`config.mk`:
```
export PLATFORM = sky130hd
export DESIGN_NAME = free_extent_table_allocator_core
export DESIGN_NICKNAME = d
export VERILOG_FILES = /design/src/hw/rtl/fet_pkg.sv /design/src/hw/rtl/fet_front.sv /design/src/hw/rtl/fet_rsp_fifo.sv /design/src/hw/rtl/fet_back.sv /design/src/hw/rtl/free_extent_table_allocator_core.sv
export VERILOG_INCLUDE_DIRS = /design/src /design/src/hw/rtl
export SDC_FILE = /design/constraint.sdc
export NUM_CORES = 2
export LEC_CHECK = 0
export ABC_AREA = 1
export BUFFER_PORTS_ARGS = -buffer_cell sky130_fd_sc_hd__clkbuf_2
export CORE_UTILIZATION = 60
export DETAILED_ROUTE_END_ITERATION = 10
export PLACE_DENSITY = 0.76
export SETUP_SLACK_MARGIN = 0.15
export SYNTH_ARGS = -nofsm -noshare
export SYNTH_HDL_FRONTEND = slang
export SYNTH_HIERARCHICAL = 1
export SYNTH_SLANG_ARGS = --single-unit
```
`constraint.sdc`:
```
create_clock -name clk_i -period 12.9 [get_ports clk_i]
set_input_delay 1.29 -clock clk_i [delete_from_list [all_inputs] [get_ports clk_i]]
set_output_delay 1.29 -clock clk_i [all_outputs]
set_load 0.05 [all_outputs]
```
`src/hw/rtl/assert_macros.svh`:
```
// Assertion macros shared by the allocator RTL.
// Depends on nothing; files that check their logic include this header.
`ifndef ASSERT_MACROS_SVH
`define ASSERT_MACROS_SVH

// Property that must hold at every clock edge outside reset.
`define FET_ASSERT(name, clk, rst_n, prop) \
  name: assert property (@(posedge clk) disable iff (!rst_n) prop) \
    else $error("assertion failed");

// Property where a condition in one cycle implies another in the next.
`define FET_ASSERT_NEXT(name, clk, rst_n, ante, cons) \
  name: assert property (@(posedge clk) disable iff (!rst_n) (ante) |=> (cons)) \
    else $error("assertion failed");

`endif

```
`src/hw/rtl/fet_pkg.sv`:
```
// Types and constants of the free extent table allocator.
// Used by the front, back, response queue and top level; depends on nothing.
package fet_pkg;

  localparam int FIELD_W    = 16;
  localparam int CMDQ_DEPTH = 2;
  localparam int CMDQ_PTR_W = $clog2(CMDQ_DEPTH);
  localparam int CMDQ_CNT_W = $clog2(CMDQ_DEPTH + 1);
  localparam int RSP_DEPTH  = 4;
  localparam int RSP_PTR_W  = $clog2(RSP_DEPTH);
  localparam int RSP_CNT_W  = $clog2(RSP_DEPTH + 1);

  // Request codes as they arrive on the input.
  typedef enum logic [1:0] {
    OP_ALLOC = 2'd0,
    OP_FREE  = 2'd1,
    OP_LIST  = 2'd2,
    OP_BAD   = 2'd3
  } op_e;

  // Result status codes.
  typedef enum logic [1:0] {
    ST_OK    = 2'd0,
    ST_RANGE = 2'd1,
    ST_FULL  = 2'd2
  } status_e;

  typedef enum logic [1:0] {
    SH_NONE,
    SH_OPEN,
    SH_CLOSE
  } shift_e;

  typedef enum logic [3:0] {
    BS_INIT,
    BS_IDLE,
    BS_SCAN,
    BS_DECIDE,
    BS_WRA,
    BS_SHIFT,
    BS_WRB,
    BS_RESP,
    BS_LIST
  } back_state_e;

  typedef struct packed {
    logic [1:0]         req_type;
    logic [FIELD_W-1:0] start_addr;
    logic [FIELD_W-1:0] range_length;
  } req_t;

  typedef struct packed {
    logic [1:0]         status;
    logic [FIELD_W-1:0] extent_start;
    logic [FIELD_W-1:0] extent_length;
    logic               last;
  } rsp_t;

  // Classified request handed from the front to the back.
  typedef struct packed {
    op_e                op;
    logic               zero_len;
    logic [FIELD_W-1:0] start_addr;
    logic [FIELD_W-1:0] range_length;
  } cmd_t;

endpackage

```
`src/hw/rtl/fet_front.sv`:
```
// Front end: accepts requests, decodes their kind and queues them for the back.
// Depends on fet_pkg.
module fet_front
  import fet_pkg::*;
(
  input  logic clk_i,
  input  logic rst_ni,
  input  logic push,
  output logic full,
  input  req_t req_i,
  output logic cmd_valid_o,
  input  logic cmd_pop_i,
  output cmd_t cmd_o
);

  cmd_t                  q_mem [CMDQ_DEPTH];
  logic [CMDQ_PTR_W-1:0] wr_ptr_q, wr_ptr_d;
  logic [CMDQ_PTR_W-1:0] rd_ptr_q, rd_ptr_d;
  logic [CMDQ_CNT_W-1:0] cnt_q, cnt_d;
  cmd_t                  cls;
  logic                  do_push, do_pop;

  // Classify the incoming request.
  always_comb begin
    cls.start_addr   = req_i.start_addr;
    cls.range_length = req_i.range_length;
    cls.zero_len     = (req_i.range_length == '0);
    case (req_i.req_type)
      OP_ALLOC: cls.op = OP_ALLOC;
      OP_FREE:  cls.op = OP_FREE;
      OP_LIST:  cls.op = OP_LIST;
      default:  cls.op = OP_BAD;
    endcase
  end

  assign full        = (cnt_q == CMDQ_CNT_W'(CMDQ_DEPTH));
  assign cmd_valid_o = (cnt_q != '0);
  assign cmd_o       = q_mem[rd_ptr_q];
  assign do_push     = push && !full;
  assign do_pop      = cmd_pop_i && cmd_valid_o;

  // Queue pointers and fill count.
  always_comb begin
    wr_ptr_d = wr_ptr_q;
    rd_ptr_d = rd_ptr_q;
    cnt_d    = cnt_q;
    if (do_push) begin
      wr_ptr_d = wr_ptr_q + 1'b1;
    end
    if (do_pop) begin
      rd_ptr_d = rd_ptr_q + 1'b1;
    end
    if (do_push && !do_pop) begin
      cnt_d = cnt_q + 1'b1;
    end else if (!do_push && do_pop) begin
      cnt_d = cnt_q - 1'b1;
    end
  end

  always_ff @(posedge clk_i or negedge rst_ni) begin
    if (!rst_ni) begin
      wr_ptr_q <= '0;
      rd_ptr_q <= '0;
      cnt_q    <= '0;
    end else begin
      wr_ptr_q <= wr_ptr_d;
      rd_ptr_q <= rd_ptr_d;
      cnt_q    <= cnt_d;
    end
  end

  // Queue storage.
  always_ff @(posedge clk_i) begin
    if (do_push) begin
      q_mem[wr_ptr_q] <= cls;
    end
  end

endmodule

```
`src/hw/rtl/fet_rsp_fifo.sv`:
```
// Result queue between the back end and the result ports.
// Depends on fet_pkg and assert_macros.svh.
`include "assert_macros.svh"
module fet_rsp_fifo
  import fet_pkg::*;
(
  input  logic                 clk_i,
  input  logic                 rst_ni,
  input  logic                 push_i,
  input  rsp_t                 data_i,
  output logic [RSP_CNT_W-1:0] used_o,
  output logic                 empty_o,
  input  logic                 pop_i,
  output rsp_t                 data_o
);

  rsp_t                 mem [RSP_DEPTH];
  logic [RSP_PTR_W-1:0] wr_ptr_q, rd_ptr_q;
  logic [RSP_CNT_W-1:0] used_q, used_d;
  logic                 do_push, do_pop;

  assign do_push = push_i && (used_q != RSP_CNT_W'(RSP_DEPTH));
  assign do_pop  = pop_i && (used_q != '0);
  assign used_o  = used_q;
  assign empty_o = (used_q == '0);
  assign data_o  = mem[rd_ptr_q];

  // Fill count.
  always_comb begin
    used_d = used_q;
    if (do_push && !do_pop) begin
      used_d = used_q + 1'b1;
    end else if (!do_push && do_pop) begin
      used_d = used_q - 1'b1;
    end
  end

  always_ff @(posedge clk_i or negedge rst_ni) begin
    if (!rst_ni) begin
      wr_ptr_q <= '0;
      rd_ptr_q <= '0;
      used_q   <= '0;
    end else begin
      used_q <= used_d;
      if (do_push) begin
        wr_ptr_q <= wr_ptr_q + 1'b1;
      end
      if (do_pop) begin
        rd_ptr_q <= rd_ptr_q + 1'b1;
      end
    end
  end

  always_ff @(posedge clk_i) begin
    if (do_push) begin
      mem[wr_ptr_q] <= data_i;
    end
  end

  `FET_ASSERT(a_used_bound, clk_i, rst_ni, used_q <= RSP_CNT_W'(RSP_DEPTH))
  `FET_ASSERT_NEXT(a_pop_only, clk_i, rst_ni, do_pop && !do_push, used_q == $past(used_q) - 1'b1)
  `FET_ASSERT_NEXT(a_push_only, clk_i, rst_ni, do_push && !do_pop, used_q == $past(used_q) + 1'b1)

endmodule

```
`src/hw/rtl/fet_back.sv`:
```
// Back end: holds the extent table, searches it and edits it one entry a cycle.
// Depends on fet_pkg and assert_macros.svh.
`include "assert_macros.svh"
module fet_back
  import fet_pkg::*;
#(
  parameter int MAX_EXTENTS = 32,
  parameter int ADDR_BITS   = 16
) (
  input  logic                 clk_i,
  input  logic                 rst_ni,
  input  logic                 cfg_wr_i,
  input  logic [FIELD_W-1:0]   cfg_data_i,
  output logic                 idle_o,
  input  logic                 cmd_valid_i,
  input  cmd_t                 cmd_i,
  output logic                 cmd_pop_o,
  output logic                 rsp_push_o,
  output rsp_t                 rsp_o,
  input  logic [RSP_CNT_W-1:0] rsp_used_i
);

  localparam int A  = ADDR_BITS;
  localparam int AW = $clog2(MAX_EXTENTS);
  localparam int CW = $clog2(MAX_EXTENTS + 1);
  localparam logic [A+FIELD_W-1:0] SPACE_RST_EXT = {{A{1'b0}}, 16'hFFFF};

  // Table memory, one write and one registered read per cycle.
  logic [A-1:0] mem_start [MAX_EXTENTS];
  logic [A-1:0] mem_len   [MAX_EXTENTS];
  logic          we;
  logic [AW-1:0] waddr, raddr;
  logic [A-1:0]  wstart, wlen;
  logic [A-1:0]  rd_start_q, rd_len_q;
  logic          rd_ok_q, rd_ok_d;
  logic [AW-1:0] rd_idx_q;

  back_state_e   state_q, state_d;
  logic [A-1:0]  space_q, space_d;
  logic [CW-1:0] count_q, count_d;
  op_e           op_q, op_d;
  logic [A-1:0]  s_q, s_d, len_q, len_d;
  logic [A:0]    e_q, e_d;
  logic          prev_vld_q, prev_vld_d;
  logic [AW-1:0] prev_idx_q, prev_idx_d;
  logic [A-1:0]  prev_start_q, prev_start_d;
  logic [A:0]    prev_end_q, prev_end_d;
  logic [A-1:0]  nxt_start_q, nxt_start_d, nxt_len_q, nxt_len_d;
  logic [CW-1:0] p_q, p_d;
  status_e       status_q, status_d;
  logic          wa_en_q, wa_en_d, wb_en_q, wb_en_d;
  logic [AW-1:0] wa_addr_q, wa_addr_d, wb_addr_q, wb_addr_d;
  logic [A-1:0]  wa_start_q, wa_start_d, wa_len_q, wa_len_d;
  logic [A-1:0]  wb_start_q, wb_start_d, wb_len_q, wb_len_d;
  shift_e        sh_kind_q, sh_kind_d;
  logic [AW-1:0] sh_q, sh_d;
  logic [CW-1:0] rem_q, rem_d;

  // Truncated and extended views of the fields.
  logic [A+FIELD_W-1:0]     cmd_s_ext, cmd_len_ext, cfg_ext;
  logic [A+FIELD_W-1:0]     out_s_ext, out_len_ext;
  logic [A:0]               cmd_e;
  logic [A:0]               rd_end;
  logic [A:0]               s_x, plen, upper;
  logic [A:0]               merged;
  logic                     room, room_list;
  logic [RSP_CNT_W:0]       used_sum;
  logic                     in_ext, join_prev, join_next, has_next, full_tab;

  assign cmd_s_ext   = {{A{1'b0}}, cmd_i.start_addr};
  assign cmd_len_ext = {{A{1'b0}}, cmd_i.range_length};
  assign cfg_ext     = {{A{1'b0}}, cfg_data_i};
  assign out_s_ext   = {{FIELD_W{1'b0}}, rd_start_q};
  assign out_len_ext = {{FIELD_W{1'b0}}, rd_len_q};
  assign cmd_e       = {1'b0, cmd_s_ext[A-1:0]} + {1'b0, cmd_len_ext[A-1:0]};
  assign rd_end      = {1'b0, rd_start_q} + {1'b0, rd_len_q};
  assign s_x         = {1'b0, s_q};
  assign plen        = prev_end_q - {1'b0, prev_start_q};
  assign merged      = plen + {1'b0, len_q} + {1'b0, nxt_len_q};
  assign has_next    = (p_q < count_q);
  assign upper       = has_next ? {1'b0, nxt_start_q} : {1'b0, space_q};
  assign in_ext      = prev_vld_q && (s_x < prev_end_q);
  assign join_prev   = prev_vld_q && (prev_end_q == s_x);
  assign join_next   = has_next && ({1'b0, nxt_start_q} == e_q);
  assign full_tab    = (count_q >= CW'(MAX_EXTENTS));
  assign room        = (rsp_used_i < RSP_CNT_W'(RSP_DEPTH));
  assign used_sum    = (RSP_CNT_W + 1)'(rsp_used_i) + (RSP_CNT_W + 1)'(rd_ok_q);
  assign room_list   = (used_sum < (RSP_CNT_W + 1)'(RSP_DEPTH));
  assign idle_o      = (state_q == BS_IDLE);

  // Sequencer: next state, table port control and result push.
  always_comb begin
    state_d      = state_q;
    space_d      = space_q;
    count_d      = count_q;
    op_d         = op_q;
    s_d          = s_q;
    len_d        = len_q;
    e_d          = e_q;
    prev_vld_d   = prev_vld_q;
    prev_idx_d   = prev_idx_q;
    prev_start_d = prev_start_q;
    prev_end_d   = prev_end_q;
    nxt_start_d  = nxt_start_q;
    nxt_len_d    = nxt_len_q;
    p_d          = p_q;
    status_d     = status_q;
    wa_en_d      = wa_en_q;
    wa_addr_d    = wa_addr_q;
    wa_start_d   = wa_start_q;
    wa_len_d     = wa_len_q;
    wb_en_d      = wb_en_q;
    wb_addr_d    = wb_addr_q;
    wb_start_d   = wb_start_q;
    wb_len_d     = wb_len_q;
    sh_kind_d    = sh_kind_q;
    sh_d         = sh_q;
    rem_d        = rem_q;
    rd_ok_d      = 1'b0;
    raddr        = sh_q;
    we           = 1'b0;
    waddr        = '0;
    wstart       = '0;
    wlen         = '0;
    cmd_pop_o    = 1'b0;
    rsp_push_o   = 1'b0;
    rsp_o        = '0;

    case (state_q)
      // Load the table with one extent over the whole space.
      BS_INIT: begin
        we      = 1'b1;
        waddr   = '0;
        wstart  = '0;
        wlen    = space_q;
        count_d = (space_q != '0) ? CW'(1) : '0;
        state_d = BS_IDLE;
      end

      // Take a configuration write or the next queued request.
      BS_IDLE: begin
        if (cfg_wr_i) begin
          space_d = cfg_ext[A-1:0];
          state_d = BS_INIT;
        end else if (cmd_valid_i) begin
          cmd_pop_o  = 1'b1;
          op_d       = cmd_i.op;
          s_d        = cmd_s_ext[A-1:0];
          len_d      = cmd_len_ext[A-1:0];
          e_d        = cmd_e;
          sh_d       = '0;
          rem_d      = count_q;
          prev_vld_d = 1'b0;
          p_d        = count_q;
          if (cmd_i.op == OP_LIST) begin
            state_d = BS_LIST;
          end else if (cmd_i.op == OP_BAD) begin
            status_d = ST_RANGE;
            state_d  = BS_RESP;
          end else if (cmd_i.zero_len) begin
            status_d = ST_OK;
            state_d  = BS_RESP;
          end else begin
            state_d = BS_SCAN;
          end
        end
      end

      // Walk the table up to the first extent that starts above the address.
      BS_SCAN: begin
        if (rd_ok_q && (rd_start_q > s_q)) begin
          p_d         = CW'(rd_idx_q);
          nxt_start_d = rd_start_q;
          nxt_len_d   = rd_len_q;
          state_d     = BS_DECIDE;
        end else begin
          if (rd_ok_q) begin
            prev_vld_d   = 1'b1;
            prev_idx_d   = rd_idx_q;
            prev_start_d = rd_start_q;
            prev_end_d   = rd_end;
          end
          if (rem_q != '0) begin
            rd_ok_d = 1'b1;
            sh_d    = sh_q + 1'b1;
            rem_d   = rem_q - 1'b1;
          end else if (!rd_ok_q) begin
            state_d = BS_DECIDE;
          end
        end
      end

      // Choose the edit from the neighbors found by the scan.
      BS_DECIDE: begin
        status_d  = ST_OK;
        wa_en_d   = 1'b0;
        wb_en_d   = 1'b0;
        sh_kind_d = SH_NONE;
        rem_d     = '0;
        state_d   = BS_WRA;
        if (op_q == OP_ALLOC) begin
          wa_addr_d = prev_idx_q;
          if (!in_ext || (e_q > prev_end_q)) begin
            status_d = ST_RANGE;
          end else if ((s_q == prev_start_q) && (e_q == prev_end_q)) begin
            sh_kind_d = SH_CLOSE;
            sh_d      = AW'(CW'(prev_idx_q) + CW'(1));
            rem_d     = count_q - CW'(1) - CW'(prev_idx_q);
          end else if (s_q == prev_start_q) begin
            wa_en_d    = 1'b1;
            wa_start_d = e_q[A-1:0];
            wa_len_d   = A'(prev_end_q - e_q);
          end else if (e_q == prev_end_q) begin
            wa_en_d    = 1'b1;
            wa_start_d = prev_start_q;
            wa_len_d   = s_q - prev_start_q;
          end else if (full_tab) begin
            status_d = ST_FULL;
          end else begin
            wa_en_d    = 1'b1;
            wa_start_d = prev_start_q;
            wa_len_d   = s_q - prev_start_q;
            sh_kind_d  = SH_OPEN;
            sh_d       = AW'(count_q - CW'(1));
            rem_d      = count_q - CW'(prev_idx_q) - CW'(1);
            wb_en_d    = 1'b1;
            wb_addr_d  = prev_idx_q + 1'b1;
            wb_start_d = e_q[A-1:0];
            wb_len_d   = A'(prev_end_q - e_q);
          end
        end else begin
          if ((e_q > upper) || (e_q > {1'b0, space_q})) begin
            status_d = ST_RANGE;
          end else if (prev_vld_q && (prev_end_q > s_x)) begin
            status_d = ST_RANGE;
          end else if (join_prev && join_next) begin
            wa_en_d    = 1'b1;
            wa_addr_d  = prev_idx_q;
            wa_start_d = prev_start_q;
            wa_len_d   = merged[A-1:0];
            sh_kind_d  = SH_CLOSE;
            sh_d       = AW'(p_q + CW'(1));
            rem_d      = count_q - CW'(1) - p_q;
          end else if (join_prev) begin
            wa_en_d    = 1'b1;
            wa_addr_d  = prev_idx_q;
            wa_start_d = prev_start_q;
            wa_len_d   = A'(plen + {1'b0, len_q});
          end else if (join_next) begin
            wa_en_d    = 1'b1;
            wa_addr_d  = p_q[AW-1:0];
            wa_start_d = s_q;
            wa_len_d   = nxt_len_q + len_q;
          end else if (full_tab) begin
            status_d = ST_FULL;
          end else begin
            sh_kind_d  = SH_OPEN;
            sh_d       = AW'(count_q - CW'(1));
            rem_d      = count_q - p_q;
            wb_en_d    = 1'b1;
            wb_addr_d  = p_q[AW-1:0];
            wb_start_d = s_q;
            wb_len_d   = len_q;
          end
        end
      end

      // First single write of the edit.
      BS_WRA: begin
        we      = wa_en_q;
        waddr   = wa_addr_q;
        wstart  = wa_start_q;
        wlen    = wa_len_q;
        state_d = BS_SHIFT;
      end

      // Move entries one place up or down, one entry a cycle.
      BS_SHIFT: begin
        if (rd_ok_q) begin
          we     = 1'b1;
          waddr  = (sh_kind_q == SH_OPEN) ? rd_idx_q + 1'b1 : rd_idx_q - 1'b1;
          wstart = rd_start_q;
          wlen   = rd_len_q;
        end
        if (rem_q != '0) begin
          rd_ok_d = 1'b1;
          sh_d    = (sh_kind_q == SH_OPEN) ? sh_q - 1'b1 : sh_q + 1'b1;
          rem_d   = rem_q - 1'b1;
        end else if (!rd_ok_q) begin
          case (sh_kind_q)
            SH_OPEN:  count_d = count_q + 1'b1;
            SH_CLOSE: count_d = count_q - 1'b1;
            default:  count_d = count_q;
          endcase
          state_d = BS_WRB;
        end
      end

      // Second single write of the edit.
      BS_WRB: begin
        we      = wb_en_q;
        waddr   = wb_addr_q;
        wstart  = wb_start_q;
        wlen    = wb_len_q;
        state_d = BS_RESP;
      end

      // Report the status of an allocate, free or bad request.
      BS_RESP: begin
        if (room) begin
          rsp_push_o = 1'b1;
          rsp_o      = '{status: status_q, extent_start: '0, extent_length: '0, last: 1'b1};
          state_d    = BS_IDLE;
        end
      end

      // Stream every extent into the result queue, or one empty last result when the table is empty.
      BS_LIST: begin
        if (count_q == '0) begin
          if (room) begin
            rsp_push_o = 1'b1;
            rsp_o      = '{status: ST_OK, extent_start: '0, extent_length: '0, last: 1'b1};
            state_d    = BS_IDLE;
          end
        end else begin
          if (rd_ok_q) begin
            rsp_push_o          = 1'b1;
            rsp_o.status        = ST_OK;
            rsp_o.extent_start  = out_s_ext[FIELD_W-1:0];
            rsp_o.extent_length = out_len_ext[FIELD_W-1:0];
            rsp_o.last          = ((CW'(rd_idx_q) + CW'(1)) == count_q);
          end
          if ((rem_q != '0) && room_list) begin
            rd_ok_d = 1'b1;
            sh_d    = sh_q + 1'b1;
            rem_d   = rem_q - 1'b1;
          end else if ((rem_q == '0) && !rd_ok_q) begin
            state_d = BS_IDLE;
          end
        end
      end

      default: begin
        state_d = BS_INIT;
      end
    endcase
  end

  // Control registers.
  always_ff @(posedge clk_i or negedge rst_ni) begin
    if (!rst_ni) begin
      state_q  <= BS_INIT;
      space_q  <= SPACE_RST_EXT[A-1:0];
      count_q  <= '0;
      rd_ok_q  <= 1'b0;
      rem_q    <= '0;
      sh_q     <= '0;
    end else begin
      state_q  <= state_d;
      space_q  <= space_d;
      count_q  <= count_d;
      rd_ok_q  <= rd_ok_d;
      rem_q    <= rem_d;
      sh_q     <= sh_d;
    end
  end

  // Request and edit payload registers.
  always_ff @(posedge clk_i) begin
    op_q         <= op_d;
    s_q          <= s_d;
    len_q        <= len_d;
    e_q          <= e_d;
    prev_vld_q   <= prev_vld_d;
    prev_idx_q   <= prev_idx_d;
    prev_start_q <= prev_start_d;
    prev_end_q   <= prev_end_d;
    nxt_start_q  <= nxt_start_d;
    nxt_len_q    <= nxt_len_d;
    p_q          <= p_d;
    status_q     <= status_d;
    wa_en_q      <= wa_en_d;
    wa_addr_q    <= wa_addr_d;
    wa_start_q   <= wa_start_d;
    wa_len_q     <= wa_len_d;
    wb_en_q      <= wb_en_d;
    wb_addr_q    <= wb_addr_d;
    wb_start_q   <= wb_start_d;
    wb_len_q     <= wb_len_d;
    sh_kind_q    <= sh_kind_d;
    rd_idx_q     <= raddr;
  end

  // Extent table storage.
  always_ff @(posedge clk_i) begin
    if (we) begin
      mem_start[waddr] <= wstart;
      mem_len[waddr]   <= wlen;
    end
    rd_start_q <= mem_start[raddr];
    rd_len_q   <= mem_len[raddr];
  end

  `FET_ASSERT(a_count_bound, clk_i, rst_ni, count_q <= CW'(MAX_EXTENTS))
  `FET_ASSERT(a_push_room, clk_i, rst_ni, !rsp_push_o || room)
  `FET_ASSERT_NEXT(a_cfg_reload, clk_i, rst_ni, cfg_wr_i && idle_o, state_q == BS_INIT)

endmodule

```
`src/hw/rtl/free_extent_table_allocator_core.sv`:
```
// Top level of the free extent table allocator.
// Depends on fet_pkg, fet_front, fet_back and fet_rsp_fifo.
//
//   channel   handshake                 payload
//   request   push / full               req_i  (req_type, start_addr, range_length)
//   result    empty / pop               rsp_o  (status, extent_start, extent_length, last)
//   config    cfg_valid_i / cfg_ready_o cfg_data_i (space_size)
//
// The back end pops a queued request when it is idle. An allocate or free scans the table,
// decides, writes, shifts one entry per cycle through the one table write port, writes again
// and reports. A list streams every extent; a zero-length or unknown request is reported
// without a scan. After reset and after each size write the BS_INIT state reloads the table.
// Requests queue two deep in front and results four deep behind; a full result queue stalls
// only the back end.
module free_extent_table_allocator_core
  import fet_pkg::*;
#(
  parameter int MAX_EXTENTS = 32,
  parameter int ADDR_BITS   = 16
) (
  input  logic               clk_i,
  input  logic               rst_ni,
  input  logic               push,
  output logic               full,
  input  req_t               req_i,
  output logic               empty,
  input  logic               pop,
  output rsp_t               rsp_o,
  input  logic               cfg_valid_i,
  output logic               cfg_ready_o,
  input  logic [FIELD_W-1:0] cfg_data_i
);

  logic                 cmd_valid, cmd_pop, back_idle, rsp_push;
  cmd_t                 cmd;
  rsp_t                 rsp_back;
  logic [RSP_CNT_W-1:0] rsp_used;

  // Size writes wait for an idle table with no request pending.
  assign cfg_ready_o = back_idle && !cmd_valid;

  fet_front u_front (
    .clk_i       (clk_i),
    .rst_ni      (rst_ni),
    .push        (push),
    .full        (full),
    .req_i       (req_i),
    .cmd_valid_o (cmd_valid),
    .cmd_pop_i   (cmd_pop),
    .cmd_o       (cmd)
  );

  fet_back #(
    .MAX_EXTENTS (MAX_EXTENTS),
    .ADDR_BITS   (ADDR_BITS)
  ) u_back (
    .clk_i       (clk_i),
    .rst_ni      (rst_ni),
    .cfg_wr_i    (cfg_valid_i && cfg_ready_o),
    .cfg_data_i  (cfg_data_i),
    .idle_o      (back_idle),
    .cmd_valid_i (cmd_valid),
    .cmd_i       (cmd),
    .cmd_pop_o   (cmd_pop),
    .rsp_push_o  (rsp_push),
    .rsp_o       (rsp_back),
    .rsp_used_i  (rsp_used)
  );

  fet_rsp_fifo u_rsp_fifo (
    .clk_i   (clk_i),
    .rst_ni  (rst_ni),
    .push_i  (rsp_push),
    .data_i  (rsp_back),
    .used_o  (rsp_used),
    .empty_o (empty),
    .pop_i   (pop),
    .data_o  (rsp_o)
  );

endmodule

```
**After elaboration in Yosys (flattened, before gate mapping)**

Memories as Yosys holds them, arrays and structs flattened. A register that Yosys moved wholly into a read port is not among the register bits.
Cells that the tools add are included.
W data, S select, Z words.

- Bits in writable memories: 1234
- Input bits: 55
- Word-level logic and storage cells: 418
- Flip-flop bits (word level): 262
- Memories kept: 4

Memory list:

| name | depth | bits a word | read ports | clocked after Yosys merged registers in | wr ports | RTL line | text |
|---|---|---|---|---|---|---|---|
| u_back.mem_len | 32 | 16 | 1 | 1 | 1 | fet_back.sv:30 | `logic [A-1:0] mem_len [MAX_EXTENTS];` |
| u_back.mem_start | 32 | 16 | 1 | 1 | 1 | fet_back.sv:29 | `logic [A-1:0] mem_start [MAX_EXTENTS];` |
| u_rsp_fifo.mem | 4 | 35 | 1 | 0 | 1 | fet_rsp_fifo.sv:17 | `rsp_t mem [RSP_DEPTH];` |
| u_front.q_mem | 2 | 35 | 1 | 0 | 1 | fet_front.sv:16 | `cmd_t q_mem [CMDQ_DEPTH];` |

- Eq/ne operators: 57
- Reductions and logical operators: 61
- Order comparisons: 10
- $add $sub $neg: 33
- Muxes and demuxes: 216
- Bitwise operators: 3

Operator list:

| cell | number |
|---|---|
| $mux W16 | 49 |
| $mux W5 | 39 |
| $mux W6 | 21 |
| $mux W35 | 2 |
| $pmux W35 S2 | 1 |
| $pmux W16 S4 | 1 |
| $mux W2 | 28 |
| $mux W4 | 13 |
| $gt A17 B16 Y1 | 3 |
| $add A16 B16 Y16 | 3 |
| $pmux W16 S3 | 1 |
| $sub A16 B16 Y16 | 3 |
| $mux W1 | 44 |
| $pmux W4 S9 | 1 |
| $pmux W6 S2 | 3 |
| $add A16 B16 Y17 | 2 |
| $mux W33 | 1 |
| $pmux W6 S5 | 1 |
| $ne A2 B2 Y1 const B | 13 |
| $add A5 B1 Y5 const B | 5 |
| $pmux W5 S5 | 1 |
| $ne A4 B4 Y1 const B | 5 |
| $logic_and A1 B1 Y1 | 19 |
| $sub A6 B1 Y6 const B | 3 |
| other kinds (62) | 118 |

**Logic depth before layout (Yosys ltp)**

- Word-level depth: 10
- Depth in mapped cells: 28
- Gate-level depth less buffers: 27

**Hierarchy**

Netlist, hierarchy kept.

Modules (own cells, without submodules):

| module | times used | cells each | area an instance (um2) | sequential area each (um2) |
|---|---|---|---|---|
| fet_back | 1 | 5541 | 61417.7 | 38677.1 |
| fet_rsp_fifo | 1 | 468 | 6055.8 | 4379.2 |
| fet_front | 1 | 240 | 2897.8 | 2202.1 |
| free_extent_table_allocator_core | 1 | 5 | 23.8 | 0.0 |

**Least setup slack after synthesis**

No wires, ideal clock.

- Path type: flip-flop to flip-flop
- From: register u_back.count_q[0]
- To: register u_back.wa_len_q[0] (enable)
- Data arrival time: 5.692 ns
- Setup time: 0.470 ns
- Path slack: 6.739 ns
- Data required time: 12.430 ns
- Clock period less this slack: 6.161 ns
- Stages on the path, launching flop included: 22
- Path through: dfrtp_1 -> inv_2 -> ha_1 -> inv_1 -> fa_1 -> nor3b_1 -> nor2_1 -> nor2_4 -> clkbuf_1 -> clkbuf_1 -> nand2_1 -> o21ai_0 -> ha_1 -> inv_1 -> nor3_1 -> nor2b_1 -> nand4_1 -> nand2_1 -> nand3_1 -> inv_1 -> a21oi_1 -> a211oi_1

- Cells in the longest elaborated chain, start to end: 6

Ends and longest elaborated chain:

| what | RTL line | text |
|---|---|---|
| start, declared | fet_back.sv:40 | `logic [CW-1:0] count_q, count_d;` |
| start signal, assigned | fet_back.sv:361 | `count_q <= count_d;` |
| $lt A6 B6 Y1 | fet_back.sv:80 | `assign has_next = (p_q < count_q);` |
| $mux W16 | fet_back.sv:81 | `assign upper = has_next ? {1'b0, nxt_start_q} : {1'b0, space_q};` |
| $gt A17 B16 Y1 | fet_back.sv:232 | `if ((e_q > upper) \|\| (e_q > {1'b0, space_q})) begin` |
| $logic_or A1 B1 Y1 | fet_back.sv:232 |  |
| $ne A2 B1 Y1 (no source line) | -- |  |
| $reduce_and A7 Y1 (no source line) * | -- |  |
| end signal, assigned | fet_back.sv:385 | `wa_len_q <= wa_len_d;` |
| end, declared | fet_back.sv:53 | `logic [A-1:0] wa_start_q, wa_start_d, wa_len_q, wa_len_d;` |

Mark *: on every way between the ends. The rest lies on a longest branch, timed or not.
A chain may end at the register's enable or synchronous reset.

**Worst setup path in the final report**

- From: register u_back.count_q[0]
- To: register u_back.wb_len_q[15] (enable)

- Cells in the longest elaborated chain, start to end: 6

Ends and longest elaborated chain:

| what | RTL line | text |
|---|---|---|
| $lt A6 B6 Y1 | fet_back.sv:80 |  |
| $mux W16 | fet_back.sv:81 |  |
| $gt A17 B16 Y1 | fet_back.sv:232 |  |
| $logic_or A1 B1 Y1 | fet_back.sv:232 |  |
| $ne A2 B1 Y1 (no source line) | -- |  |
| $reduce_and A11 Y1 (no source line) * | -- |  |
| end signal, assigned | fet_back.sv:389 | `wb_len_q <= wb_len_d;` |
| end, declared | fet_back.sv:54 | `logic [A-1:0] wb_start_q, wb_start_d, wb_len_q, wb_len_d;` |

Marked as above.

==> flow_summary.toml <==
[outcome]
run_status = "finished clean"

[grt]
gr-usage-all-layers_pct = 37.6
number_of_global_route_vias_before_repair = 48300
first_pass_grt_wire_length_um = 320000
global_route.overflow_total = 0
antenna_found_initial = 4
grt_max_degree = 204

[setup_path]
critPathLaunch = "u_back/count_q[0]"
setup.worst_path.class = "register to register"
critPathCaptureType = "register"
cp_data_arrival_time_ns = 6.25
critical_path.reg2reg.startpoint = "u_back/count_q[0]"
cp.depth = 22
path_common_cell = "sky130_fd_sc_hd__nand2_1"
critical_path.slowest_cell = "sky130_fd_sc_hd__nor2_4"
worstPathRequired_ns = 13.26
timing.critical_path.slowest_cell_delay_ns = 0.94
worstPathMaxFanout = 37
timing.critical_path.max_delay_family = "simple AND/OR/NAND/NOR gates"
worst_path_cell_trace = "inv_2 > ha_1 > inv_1 > fa_1 > nor3b_1 > nor2_1 > nor2_4 > inv_2 > nand2_1 > o21ai_0 > ha_1 > nand2_1 > nor3_1 > nor2b_1 > nand4_1 > nand2_1 > nand2_1 > nand2_1 > nand2_1 > inv_1 > nand3_1 > nor2_4"
critPathLaunchType = "register"
worst-r2r-cell-count = 22
crit_buf_inv = 4

[timing]
achievable-frequency_ghz = 0.170
worst_clock_skew_ns = 0.0467
fin_crit_sh_pct = 45.6
timing.final.max_slew_violations = 0
count_of_endpoints_failing_hold_in_the_final_timing_report = 0
fin_crit_ns = 5.89
report.final.setup_viol = 0
worst-slew-pin-transition_ns = 1.37
worst_max_slew_margin_expressed_relative_to_the_limit_pct = 8.67
final_setup_margin_ns = 7.01
rsz_0062_raised_after_global_routing = "false"
tns_ns = 0

[power]
totalPowerFinal_mw = 19.7
irDropWorstVdd_mv = 0.181
power_density_nw_per_um2 = 253
power_leakage_nw = 28.9

[final_layout]
syn_to_final_growth_pct = 10.3
fin_cells = 7946
final_net_count = 6605
drive_above_1_share_pct = 9.10
fillers = 8459

[logic_synthesis]
synth.net_count = 6567
synth_seq_cells = 1527
synth.yosys.seq_area_share_pct = 64.3
post-synth-top-area-fraction_pct = 61.5
fraction_of_registers_with_async_set_or_reset_after_synthesis_pct = 3.21
synthCells = 6254
synth.largest_area_cell = "sky130_fd_sc_hd__edfxtp_1"
synth_enable_flop_cells = 1441
synth_warnings = 6
yosys_most_used_dff = "sky130_fd_sc_hd__edfxtp_1"
ys_types = 67
avgSynthCellArea_um2 = 11.3
synth.top_cells.by_area = "sky130_fd_sc_hd__edfxtp_1 61%, sky130_fd_sc_hd__o21ai_0 4.9%, sky130_fd_sc_hd__nand2_1 4.6%, sky130_fd_sc_hd__nor2_1 4.5%, sky130_fd_sc_hd__ha_1 4.1%"
synth_area_um2 = 70400

[die]
initial_core_utilization_pct = 60.6
core_um2 = 116000
die_h_um = 345
design.portCount = 93
placementRows = 125
floorplan.die_area_um2 = 119000
floorplan.die.width_um = 345

[route]
drtIter0Drc = 6787
route.antenna.remaining_nets = 0
wl_per_cell_um = 28.1
post_drt_via_cell_ratio = 6.43
route.vias.total = 51100
drt-pass1-iter-count = 7
drc = 0
routed_wirelength_um = 224000

[clock_tree]
clock_insertion_delay_worst_skew_ns = 0.78
cts_hold_buffers = 0
max-clock-path-buffers = 3
cts_tree = "done"
post_cts.repair.setup_buffers = 0
cts_buffers = 152
clock-sinks = 1527
cts_resized = 0
cts-htree-levels = 4
clock_tree.root_cell = "sky130_fd_sc_hd__clkbuf_16"
clock_pin_slew_on_the_worst_setup_and_hold_paths_ns = 0.06

[run]
max-cap-violations = 0

[placed_design]
place.detailed.hpwl_um = 143000
placed_cells_incl_taps = 7662
port-buffer-count = 92
place.gp.congestion = 1.09
post_place_setup_slack_ns = 7.21

[worst_hold_path]
worst_hold_depth = 2
worst_hold_startpoint = "u_front/cnt_q[1]"
type_of_the_most_critical_hold_path = "register to register"
[registers in the layout, summed over array words and instances, names as in the netlist, 17 cells and up]
signal             count
u_back/e_q            17
u_back/mem_len       512
u_back/mem_start     512
u_back/prev_end_q     17
u_front/q_mem         70
u_rsp_fifo/mem       140
[stage by stage]
stage | hold WS [ns] | utilization, % | area (um^2)
finish | 0.500 | 66.8 | 77600
global placement | 0.473 | 62.6 | 72700
floorplan | 0.345 | - | 70400
detailed placement | 0.486 | 62.6 | 72700
CTS | 0.498 | 66.8 | 77600
global route | 0.527 | 66.8 | 77600
[cell usage in the layout (no fill, tap or decap), drive strengths merged, types with 100 or more instances in the layout]
cell type  Yosys  final
edfxtp      1441   1441
nand2        882    882
nor2         849    849
o21ai        722    722
inv          479    484
clkbuf       224    306
nand3        266    266
ha           231    231
o221ai       220    220
a21oi        196    196
buf           84    100
[power by group]
group | leakage [nW] | switching [mW] | internal [mW]
logic | 12.4 | 5.75 | 2.17
clock network | 2.40 | 1.87 | 2.50
registers | 14.1 | 0.646 | 6.73
total | 28.9 | 8.27 | 11.4
[cell usage after synthesis (37+ instances only)]
cell and number:
sky130_fd_sc_hd__o22ai_1 68, sky130_fd_sc_hd__xnor2_1 48, sky130_fd_sc_hd__o21ai_0 689, sky130_fd_sc_hd__edfxtp_1 1441
sky130_fd_sc_hd__clkbuf_1 224, sky130_fd_sc_hd__nand2_1 872, sky130_fd_sc_hd__o221ai_1 220, sky130_fd_sc_hd__buf_2 49
sky130_fd_sc_hd__a21oi_1 196, sky130_fd_sc_hd__dfxtp_1 37, sky130_fd_sc_hd__ha_1 231, sky130_fd_sc_hd__xor2_1 61
sky130_fd_sc_hd__nor2_1 837, sky130_fd_sc_hd__nand3_1 265, sky130_fd_sc_hd__inv_1 435, sky130_fd_sc_hd__o211ai_1 84
sky130_fd_sc_hd__a31oi_1 43, sky130_fd_sc_hd__inv_2 43
[layout make-up]
class	instances	area [um^2]	share of cell area, %
antenna	3	7.51	0.00967
clock buffer	214	4250	5.48
clock inverter	67	682	0.878
inverter	483	1840	2.36
multi-input combinational	3936	22500	28.9
sequential	1527	45300	58.3
tap	1524	1910	2.46
timing repair buffer	192	1240	1.59
[metal layers]
layer / track usage, % / vias to the layer above / share of wire (%) / routed length [um]
met5: 0 / - / 0.012 / 27
met2: 59.0 / 3096 / 46 / 104000
met3: 7.04 / 542 / 10 / 23100
met4: 20.7 / 4 / 5.8 / 13100
met1: 50.0 / 24800 / 37 / 83700
li1: - / 22600 / - / -
[cells by family after synthesis]
| kind of cell | after synthesis | share of synthesized area (%) |
|---|---|---|
| adders and majority gates | 258 | 4.87 |
| buffers and inverters | 791 | 4.46 |
| xor gates and xnor gates | 109 | 1.36 |
| AOI/OAI and AO/OA | 1464 | 12.7 |
| and+or+nand+nor | 2103 | 12.2 |
| DFF | 1527 | 64.3 |
| muxes | 2 | 0.0302 |
[tightest hold or removal path, delay by kind of cell, from the launching register on]
family | cells | cell delay [ns]
AND/OR/NAND/NOR | 2 | 0.11
flip-flops | 1 | 0.36
[worst paths after layout]
| kind | to | slack, ns |
|---|---|---|
| setup / recovery | u_back/wb_len_q[15] | 7.01 |
| hold / removal | u_front/cnt_q[1] | 0.50 |
| setup reg to reg | u_back/wb_len_q[15] | 7.01 |
| hold reg to reg | u_front/cnt_q[1] | 0.50 |
| max in group asynchronous | u_back/raddr[2] | 11.45 |
| min in group asynchronous | u_back/count_q[5] | 0.74 |
Note: power is estimated with default switching activity, not from simulation.
